[config.mk]
export PLATFORM = sky130hd
export DESIGN_NAME = tic_merge_flat
export DESIGN_NICKNAME = d
export VERILOG_FILES = /design/src/hw/rtl/tic_pkg.sv /design/src/hw/rtl/tic_if.sv /design/src/hw/rtl/tic_merge.sv /design/src/flat_wrapper.sv
export SDC_FILE = /design/constraint.sdc
export NUM_CORES = 1
export LEC_CHECK = 0
export BUFFER_PORTS_ARGS = -buffer_cell sky130_fd_sc_hd__buf_2
export CAP_MARGIN = 25
export CELL_PAD_IN_SITES_DETAIL_PLACEMENT = 1
export CELL_PAD_IN_SITES_GLOBAL_PLACEMENT = 1
export CORE_UTILIZATION = 43
export DETAILED_ROUTE_END_ITERATION = 10
export HOLD_SLACK_MARGIN = 0.02
export PLACE_DENSITY = 0.89
export SETUP_SLACK_MARGIN = 0.05
export SLEW_MARGIN = 20
export SYNTH_ARGS = -nofsm -noshare
export SYNTH_HDL_FRONTEND = slang
export SYNTH_SLANG_ARGS = --single-unit
[constraint.sdc]
create_clock -name i_clk -period 11 [get_ports i_clk]
set_clock_uncertainty 0.15 [all_clocks]
set_input_delay 1.1 -clock i_clk [delete_from_list [all_inputs] [get_ports i_clk]]
set_output_delay 1.1 -clock i_clk [all_outputs]
set_load 0.1 [all_outputs]
[src/hw/rtl/tic_pkg.sv]
`timescale 1ns / 1ps

package tic_pkg;

    // sizes
    localparam int LEVELS        = 4;
    localparam int LEVEL_REGS    = 4;
    localparam int LANES         = (LEVELS < LEVEL_REGS) ? LEVELS : LEVEL_REGS;
    localparam int COORD_BITS    = 16;
    localparam int VALUE_BITS    = 16;
    localparam int PROD_BITS     = VALUE_BITS + COORD_BITS;
    localparam int DIV_STEPS     = COORD_BITS;
    localparam int PIPE_DEPTH    = DIV_STEPS + 4;
    localparam int LI_BITS       = (LANES > 1) ? $clog2(LANES) : 1;
    localparam int OUT_LVL_BITS  = 2;
    localparam int CNT_BITS      = 3;
    localparam int CFG_IDX_BITS  = 3;
    localparam int CFG_DATA_BITS = 16;

    // register indexes
    typedef enum logic [CFG_IDX_BITS-1:0] {
        CFG_LEVEL_COUNT = 3'd0,
        CFG_LEVEL_0     = 3'd1,
        CFG_LEVEL_1     = 3'd2,
        CFG_LEVEL_2     = 3'd3,
        CFG_LEVEL_3     = 3'd4
    } t_cfg_idx;

    typedef logic signed [VALUE_BITS-1:0] t_value;
    typedef logic signed [COORD_BITS-1:0] t_coord;
    typedef t_coord [2:0]                 t_vec;

    typedef struct packed {
        t_value [2:0] val;
        t_vec   [2:0] pos;
    } t_tri;

    typedef struct packed {
        t_vec p0;
        t_vec p1;
    } t_seg;

    typedef struct packed {
        t_seg                    seg;
        logic [OUT_LVL_BITS-1:0] level_index;
        logic                    last;
    } t_out;

endpackage

[src/hw/rtl/tic_if.sv]


// segment request channel
interface tic_out_if;
    logic                                    valid;
    logic                                    ready;
    logic signed [tic_pkg::COORD_BITS-1:0]   start_x;
    logic signed [tic_pkg::COORD_BITS-1:0]   start_y;
    logic signed [tic_pkg::COORD_BITS-1:0]   start_z;
    logic signed [tic_pkg::COORD_BITS-1:0]   end_x;
    logic signed [tic_pkg::COORD_BITS-1:0]   end_y;
    logic signed [tic_pkg::COORD_BITS-1:0]   end_z;
    logic        [tic_pkg::OUT_LVL_BITS-1:0] level_index;
    logic                                    last;

    modport source (
        output valid, start_x, start_y, start_z, end_x, end_y, end_z,
        output level_index, last,
        input  ready
    );
    modport sink (
        input  valid, start_x, start_y, start_z, end_x, end_y, end_z,
        input  level_index, last,
        output ready
    );
endinterface

[src/hw/rtl/tic_merge.sv]
`timescale 1ns / 1ps

// collects the lane results of one triangle and sends them in level order
module tic_merge (
    input  logic                                     i_clk,
    input  logic                                     i_rst_n,
    input  logic                                     i_vld,
    output logic                                     o_ready,
    input  logic [tic_pkg::LANES-1:0]                i_mask,
    input  tic_pkg::t_seg [tic_pkg::LANES-1:0]       i_seg,
    tic_out_if.source                                o_seg
);

    localparam int NL = tic_pkg::LANES;

    logic [NL-1:0]                    r_pend;
    tic_pkg::t_seg [NL-1:0]           r_segs;
    logic                             r_ovld;
    tic_pkg::t_out                    r_out;

    logic                             w_out_free;
    logic                             w_pend_one;
    logic                             w_emit;
    logic                             w_take;
    logic [tic_pkg::LI_BITS-1:0]      w_pick;
    logic [NL-1:0]                    w_pick_mask;

    // lowest pending level
    always_comb begin
        w_pick = '0;
        for (int i = NL - 1; i >= 0; i--) begin
            if (r_pend[i]) begin
                w_pick = tic_pkg::LI_BITS'(i);
            end
        end
    end

    assign w_pick_mask = NL'(1) << w_pick;
    assign w_out_free  = !r_ovld || o_seg.ready;
    assign w_pend_one  = (r_pend != '0) && ((r_pend & (r_pend - 1'b1)) == '0);
    assign w_emit      = w_out_free && (r_pend != '0);
    assign o_ready     = (r_pend == '0) || (w_out_free && w_pend_one);
    assign w_take      = i_vld && o_ready;

    // pending levels
    always_ff @(posedge i_clk) begin
        if (!i_rst_n) begin
            r_pend <= '0;
        end else if (w_take) begin
            r_pend <= i_mask;
        end else if (w_emit) begin
            r_pend <= r_pend & ~w_pick_mask;
        end
    end

    always_ff @(posedge i_clk) begin
        if (w_take) begin
            r_segs <= i_seg;
        end
    end

    // output register
    always_ff @(posedge i_clk) begin
        if (!i_rst_n) begin
            r_ovld <= 1'b0;
        end else if (w_out_free) begin
            r_ovld <= w_emit;
        end
    end

    always_ff @(posedge i_clk) begin
        if (w_emit) begin
            r_out.seg         <= r_segs[w_pick];
            r_out.level_index <= tic_pkg::OUT_LVL_BITS'(w_pick);
            r_out.last        <= (r_pend & ~w_pick_mask) == '0;
        end
    end

    assign o_seg.valid       = r_ovld;
    assign o_seg.start_x     = r_out.seg.p0[0];
    assign o_seg.start_y     = r_out.seg.p0[1];
    assign o_seg.start_z     = r_out.seg.p0[2];
    assign o_seg.end_x       = r_out.seg.p1[0];
    assign o_seg.end_y       = r_out.seg.p1[1];
    assign o_seg.end_z       = r_out.seg.p1[2];
    assign o_seg.level_index = r_out.level_index;
    assign o_seg.last        = r_out.last;

    // a segment that is not the last leaves more behind it
    a_more_pending: assert property (@(posedge i_clk) disable iff (!i_rst_n)
        r_ovld && !r_out.last |-> r_pend != '0)
        else $error("non-final segment with nothing pending");

    // the single remaining level is sent as the last one
    a_last_on_single: assert property (@(posedge i_clk) disable iff (!i_rst_n)
        w_emit && w_pend_one |=> r_ovld && r_out.last)
        else $error("last flag missing on final segment");

    // a new triangle loads its level mask
    a_take_loads: assert property (@(posedge i_clk) disable iff (!i_rst_n)
        w_take |=> r_pend == $past(i_mask))
        else $error("pending mask not loaded");

endmodule

[src/flat_wrapper.sv]
// flat-port wrapper written by rule: the top's interface ports become plain ports
module tic_merge_flat 
  (i_clk, i_rst_n, i_vld, o_ready, i_mask, i_seg, o_seg_valid, o_seg_start_x, o_seg_start_y, o_seg_start_z, o_seg_end_x, o_seg_end_y, o_seg_end_z, o_seg_level_index, o_seg_last, o_seg_ready);
  tic_out_if o_seg_i ();
  input  logic i_clk;
  input  logic i_rst_n;
  input  logic i_vld;
  output logic o_ready;
  input  logic [tic_pkg::LANES-1:0] i_mask;
  input  tic_pkg::t_seg [tic_pkg::LANES-1:0] i_seg;
  output wire logic [$bits(o_seg_i.valid)-1:0] o_seg_valid;
  output wire logic [$bits(o_seg_i.start_x)-1:0] o_seg_start_x;
  output wire logic [$bits(o_seg_i.start_y)-1:0] o_seg_start_y;
  output wire logic [$bits(o_seg_i.start_z)-1:0] o_seg_start_z;
  output wire logic [$bits(o_seg_i.end_x)-1:0] o_seg_end_x;
  output wire logic [$bits(o_seg_i.end_y)-1:0] o_seg_end_y;
  output wire logic [$bits(o_seg_i.end_z)-1:0] o_seg_end_z;
  output wire logic [$bits(o_seg_i.level_index)-1:0] o_seg_level_index;
  output wire logic [$bits(o_seg_i.last)-1:0] o_seg_last;
  input wire logic [$bits(o_seg_i.ready)-1:0] o_seg_ready;
  assign o_seg_valid = o_seg_i.valid;
  assign o_seg_start_x = o_seg_i.start_x;
  assign o_seg_start_y = o_seg_i.start_y;
  assign o_seg_start_z = o_seg_i.start_z;
  assign o_seg_end_x = o_seg_i.end_x;
  assign o_seg_end_y = o_seg_i.end_y;
  assign o_seg_end_z = o_seg_i.end_z;
  assign o_seg_level_index = o_seg_i.level_index;
  assign o_seg_last = o_seg_i.last;
  assign o_seg_i.ready = o_seg_ready;
  tic_merge u_core (.i_clk(i_clk), .i_rst_n(i_rst_n), .i_vld(i_vld), .o_ready(o_ready), .i_mask(i_mask), .i_seg(i_seg), .o_seg(o_seg_i));
endmodule
=== Word level (Yosys, flattened, before mapping) ===
Index checks and enable logic that the tools add are counted.
Widths: inputs -> output; s select.

* Register bits after elaboration: 488
* Latch bits: 0
* RAM bits: 0
* Memory bits (read-only): 0
* Input port bits: 392
* Output and inout port bits: 101
* Logic and storage cells: 60
* Memories kept: 0

* $add $sub $neg: 1
* Multiply operators: 0
* Div/mod/pow operators: 0
* $lt $le $gt $ge: 1
* Equality and inequality tests: 0
* Shift-type cells: 1
* Mux-type cells: 8
* Bitwise gates (word level): 3
* Reductions and logical operators: 12

{| class="wikitable"
|+ Operators with widths
! kind !! count
|-
| $bmux 96 s2 || 1
|-
| $mux 96 || 1
|-
| $logic_not 4->1 || 3
|-
| $and 4x4->4 || 2
|-
| $mux 2 || 4
|-
| $mux 4 || 2
|-
| $logic_and 1x1->1 || 4
|-
| $not 4->4 || 1
|-
| $reduce_bool 4->1 || 1
|-
| $shl 1x2->4 const A || 1
|-
| $sub 4x1->4 const B || 1
|-
| $lt 2x3->1 const B || 1
|-
| $logic_or 1x1->1 || 2
|-
| $reduce_bool 2->1 || 1
|-
| $logic_not 1->1 || 1
|}

=== Longest topological paths before layout ===
* Word-level depth: 9
* Mapped depth: 8
* Mapped depth without buffers: 4

=== Worst setup path after synthesis ===
OpenSTA, ideal clock, no wires.

* Path type: input port to flip-flop
* From: input port o_seg_ready
* To: register u_core.r_segs[0] (netlist name), enable pin
* Library setup time: 0.732 ns
* Data arrival time: 9.083 ns
* Data required time: 10.118 ns
* Path slack: 1.034 ns
* Cell stages on the path: 5
* Buffers on the path: 1
* Path through: nor2b_1 clkbuf_1 nor4_1 nor2_1 inv_1

* Word-level cells in the longest chain between the ends: 4

{| class="wikitable"
|+ RTL lines
! element !! RTL line !! text
|-
| from (decl) || flat_wrapper.sv:20 || <nowiki>input wire logic [$bits(o_seg_i.ready)-1:0] o_seg_ready;</nowiki>
|-
| $logic_or 1x1->1 || tic_merge.sv:39 || <nowiki>assign w_out_free = !r_ovld || o_seg.ready;</nowiki>
|-
| $logic_and 1x1->1 || tic_merge.sv:42 || <nowiki>assign o_ready = (r_pend == '0) || (w_out_free && w_pend_one);</nowiki>
|-
| $logic_or 1x1->1 || tic_merge.sv:42 ||
|-
| $logic_and 1x1->1 || tic_merge.sv:43 || <nowiki>assign w_take = i_vld && o_ready;</nowiki>
|-
| via u_core.w_take || tic_merge.sv:24 || <nowiki>logic w_take;</nowiki>
|-
| to (signal assigned) || tic_merge.sv:58 || <nowiki>r_segs <= i_seg;</nowiki>
|-
| to (decl) || tic_merge.sv:17 || <nowiki>tic_pkg::t_seg [NL-1:0] r_segs;</nowiki>
|}

The timed path passes the listed nets, and every way through them passes these cells.
A chain may end at the register's enable or synchronous reset.

=== Worst setup path after layout ===
* From: input port o_seg_ready
* To: output port o_ready

* Word-level cells in the longest chain between the ends: 3

{| class="wikitable"
|+ RTL lines
! element !! RTL line !! text
|-
| $logic_or 1x1->1 || tic_merge.sv:39 ||
|-
| $logic_and 1x1->1 || tic_merge.sv:42 ||
|-
| $logic_or 1x1->1 || tic_merge.sv:42 ||
|-
| to (decl) || flat_wrapper.sv:8 || <nowiki>output logic o_ready;</nowiki>
|}

No other way between the ends.

==> results.sh <==
export IMPL_syn_avg_cell_area_um2=19.8
export IMPL_rsz0062_at_grt="no"
export IMPL_ys_flop_type="edfxtp_1"
export IMPL_cp_arrival_ns=2.55
export IMPL_ys_warn_count=0
export IMPL_crit_required_ns=9.75
export IMPL_worst_skew_pair_late_latency_ns=0.57
export IMPL_setup_slack_ns=7.20
export IMPL_drive_gt1_share_pct=43.8
export IMPL_die_h_um=202
export IMPL_hold_start="u_core.r_segs[8]$_DFFE_PP_"
export IMPL_firstDrtPassIters=5
export IMPL_yosysMostFrequentCell="edfxtp_1"
export IMPL_comb_power_share_pct=24.3
export IMPL_portBuffers=492
export IMPL_wl_per_cell_um=26.2
export IMPL_crit_type="in2out"
export IMPL_setup_tns_ns=0
export IMPL_io_pin_count=493
export IMPL_clockRootBuffer="clkbuf_16"
export IMPL_crit_slowest_cell="nor2b_1"
export IMPL_ir_drop_mv=0.166
export IMPL_synth_area_leader_cell="edfxtp_1"
export IMPL_postCtsSetupBuffers=0
export IMPL_synth_common_cells="edfxtp_1 (483), a22oi_1 (152), o21ai_0 (57), o21ai_1 (44), a22oi_2 (40)"
export IMPL_slew_viol_final=0
export IMPL_p_per_area_nw_per_um2=252
export IMPL_fin_nets=1760
export IMPL_fp_dieW_um=202
export IMPL_min_period_over_period_pct=34.5
export IMPL_hp_class="reg2reg"
export IMPL_htreeDepth=2
export IMPL_regToRegSetupSlack_ns=7.31
export IMPL_post_cts_resized=0
export IMPL_grt_overflow_total=0
export IMPL_cts_buffer_depth=3
export IMPL_antenna_found_initial=17
export IMPL_intPower_mw=3.57
export IMPL_ys_seq_area_share_pct=84.6
export IMPL_routed_via_count=10600
export IMPL_netSwitchingFraction_pct=34.9
export IMPL_startpoint_type="input pin"
export IMPL_clock_sinks=488
export IMPL_gp_congestion=0.826
export IMPL_cts_hold_fix_buffers=0
export IMPL_first_iter_violations=809
export IMPL_worstMarginPinSlew_ns=1.09
export IMPL_grt_pass1_wl_um=72100
export IMPL_path_delay_family="simple AND/OR/NAND/NOR gates"
export IMPL_worst_path_max_fanout=10
export IMPL_setup_violations_final=0
export IMPL_crit_chain="buf_2 -> nor2b_1 -> nor2_1 -> nor2_1 -> o22ai_1 -> buf_2"
export IMPL_fp_coreArea_um2=39600
export IMPL_ant_nets=0
export IMPL_fin_hold_ws_ns=0.402
export IMPL_finalCriticalPeriod_ns=3.80
export IMPL_viasPerCell=5.47
export IMPL_power_leakage_nw=8.14
export IMPL_maxSlewHeadroom_pct=27.5
export IMPL_critPathMaxStageDelay_ns=0.66
export IMPL_synthArstFlopShare_pct=0
export IMPL_clock_power_share_pct=28.6
export IMPL_pwr_share_seq_pct=47.1
export IMPL_cts_tree="built"
export IMPL_rows=73
export IMPL_die_area_um2=40900
export IMPL_dp_hpwl_um=33600
export IMPL_ff2ff_path_depth=5
export IMPL_cp_depth=6
export IMPL_cts_clk_slew_worst_paths_ns=0.06
export IMPL_grt_pass1_vias=11500
export IMPL_wl_um=50900
export IMPL_synthCells=872
export IMPL_min_delay_worst_endpoint="u_core.o_seg.end_x[8]$_DFFE_PP_"
export IMPL_post_place_ws_ns=6.89
export IMPL_synth_seq_cells=488
export IMPL_r2r_end="u_core.r_segs[70]$_DFFE_PP_"
export IMPL_crit_path_end_kind="primary output"
export IMPL_outcome="finished clean"
export IMPL_syn_cell_area_um2=17300
export IMPL_p_switching_mw=1.91
export IMPL_ys_types=30
export IMPL_synth_edff_count=483
export IMPL_cap_violations=0
export IMPL_cp_num_buf_inv=2
export IMPL_grt_max_degree=183
export IMPL_synth_top_area_share_pct=84.0
export IMPL_syn_num_nets=1264
export IMPL_fmax_ghz=0.263
export IMPL_grtUsageTotal_pct=24.3
export IMPL_hold_depth=2
export IMPL_finalHoldViolations=0
export IMPL_yosys_top_cells_area="edfxtp_1 (84%), a22oi_1 (6.6%), a22oi_2 (2.9%), o21ai_0 (1.7%), o21ai_1 (1.3%)"
export IMPL_area_growth_pct=26.0
export IMPL_r2r_start="u_core.r_pend[1]$_SDFFE_PN0P_"
export IMPL_drc=0
export IMPL_numCtsBuffers=50
export IMPL_start_util_pct=43.5
## how the worst max path moves through the flow
stage / end / slack [ns] / from
finish: o_ready / 7.20 / o_seg_ready
global placement: u_core.r_segs[147]$_DFFE_PP_ / 7.11 / o_seg_ready
floorplan: u_core.r_segs[0]$_DFFE_PP_ / 1.03 / o_seg_ready
CTS: o_ready / 7.20 / o_seg_ready
global route: o_ready / 7.11 / o_seg_ready
detailed placement: u_core.r_segs[147]$_DFFE_PP_ / 6.89 / o_seg_ready
## cell type report
| class | instances | area, µm² |
|---|---|---|
| Tap cell | 525 | 657 |
| Multi-Input combinational cell | 322 | 2330 |
| Clock buffer | 67 | 1370 |
| Timing Repair Buffer | 503 | 2600 |
| Sequential cell | 488 | 14600 |
| Inverter | 3 | 18.8 |
| Clock inverter | 22 | 130 |
| Antenna cell | 9 | 22.5 |
| Fill cell | 3808 | 17900 |
## power by group through the flow
stage	clock, mW	sequential (mW)	combinational, mW
floorplan	0	3.35	0.314
global placement	0	2.59	1.28
detailed placement	0	2.62	1.33
CTS	1.60	2.59	1.33
global route	1.65	2.60	1.38
finish	1.57	2.58	1.33
## worst min-delay path, stage by stage, from the launching register on
cell and delay [ns]:
edfxtp_1 0.32, a22oi_1 0.06, o21ai_0 0.06
## sequential cells by signal (all words and copies together), names as in the netlist
| name | flops |
|---|---|
| u_core.o_seg.end_x | 16 |
| u_core.o_seg.end_y | 16 |
| u_core.o_seg.end_z | 16 |
| u_core.o_seg.last | 1 |
| u_core.o_seg.level_index | 2 |
| u_core.o_seg.start_x | 16 |
| u_core.o_seg.start_y | 16 |
| u_core.o_seg.start_z | 16 |
| u_core.o_seg.valid | 1 |
| u_core.r_pend | 4 |
| u_core.r_segs | 384 |
## layer usage
metal	wire length [µm]	part of all wire [%]	GRT usage (%)	vias to the layer above
met4	1620	3.2	9.56	18
met2	26400	52	43.0	571
met1	17800	35	27.1	5304
met3	4970	9.8	7.69	101
met5	111	0.22	0	-
li1	-	-	-	4611
## logic make-up (layout without fill, tap and decap cells)
logic type / count (synthesis) / count (layout) / synth area share [%]
flip-flops: 488 / 488 / 84.6
AO/OA/AOI/OAI: 300 / 300 / 12.8
AND/OR/NAND/NOR: 21 / 21 / 0.602
buffers and inverters: 62 / 595 / 1.96
adder cells (fa/ha/maj): 1 / 1 / 0.0580
other: 0 / 9 / 0
## cell usage in the layout, fill, tap and decap left out, types with 3 or more instances in the layout
master and n:
a22oi_2 40, diode_2 9, clkinv_2 5, clkbuf_16 51
o21ai_1 44, clkinv_1 13, clkbuf_1 13, clkbuf_8 3
buf_4 8, dfxtp_1 3, a22oi_1 152, buf_2 492
nand2_1 4, nor2_1 6, o21ai_0 57, edfxtp_1 483
## through the flow
step | util [%] | power [mW] | instances | area (µm²)
floorplan | - | 3.67 | 872 | 17300
global placement | 50.9 | 3.87 | 1839 | 20200
detailed placement | 50.9 | 3.94 | 1839 | 20200
CTS | 54.6 | 5.51 | 1928 | 21700
global route | 54.8 | 5.64 | 1935 | 21700
finish | 54.8 | 5.48 | 1939 | 21700
Note: power is estimated with default switching activity, not from simulation.
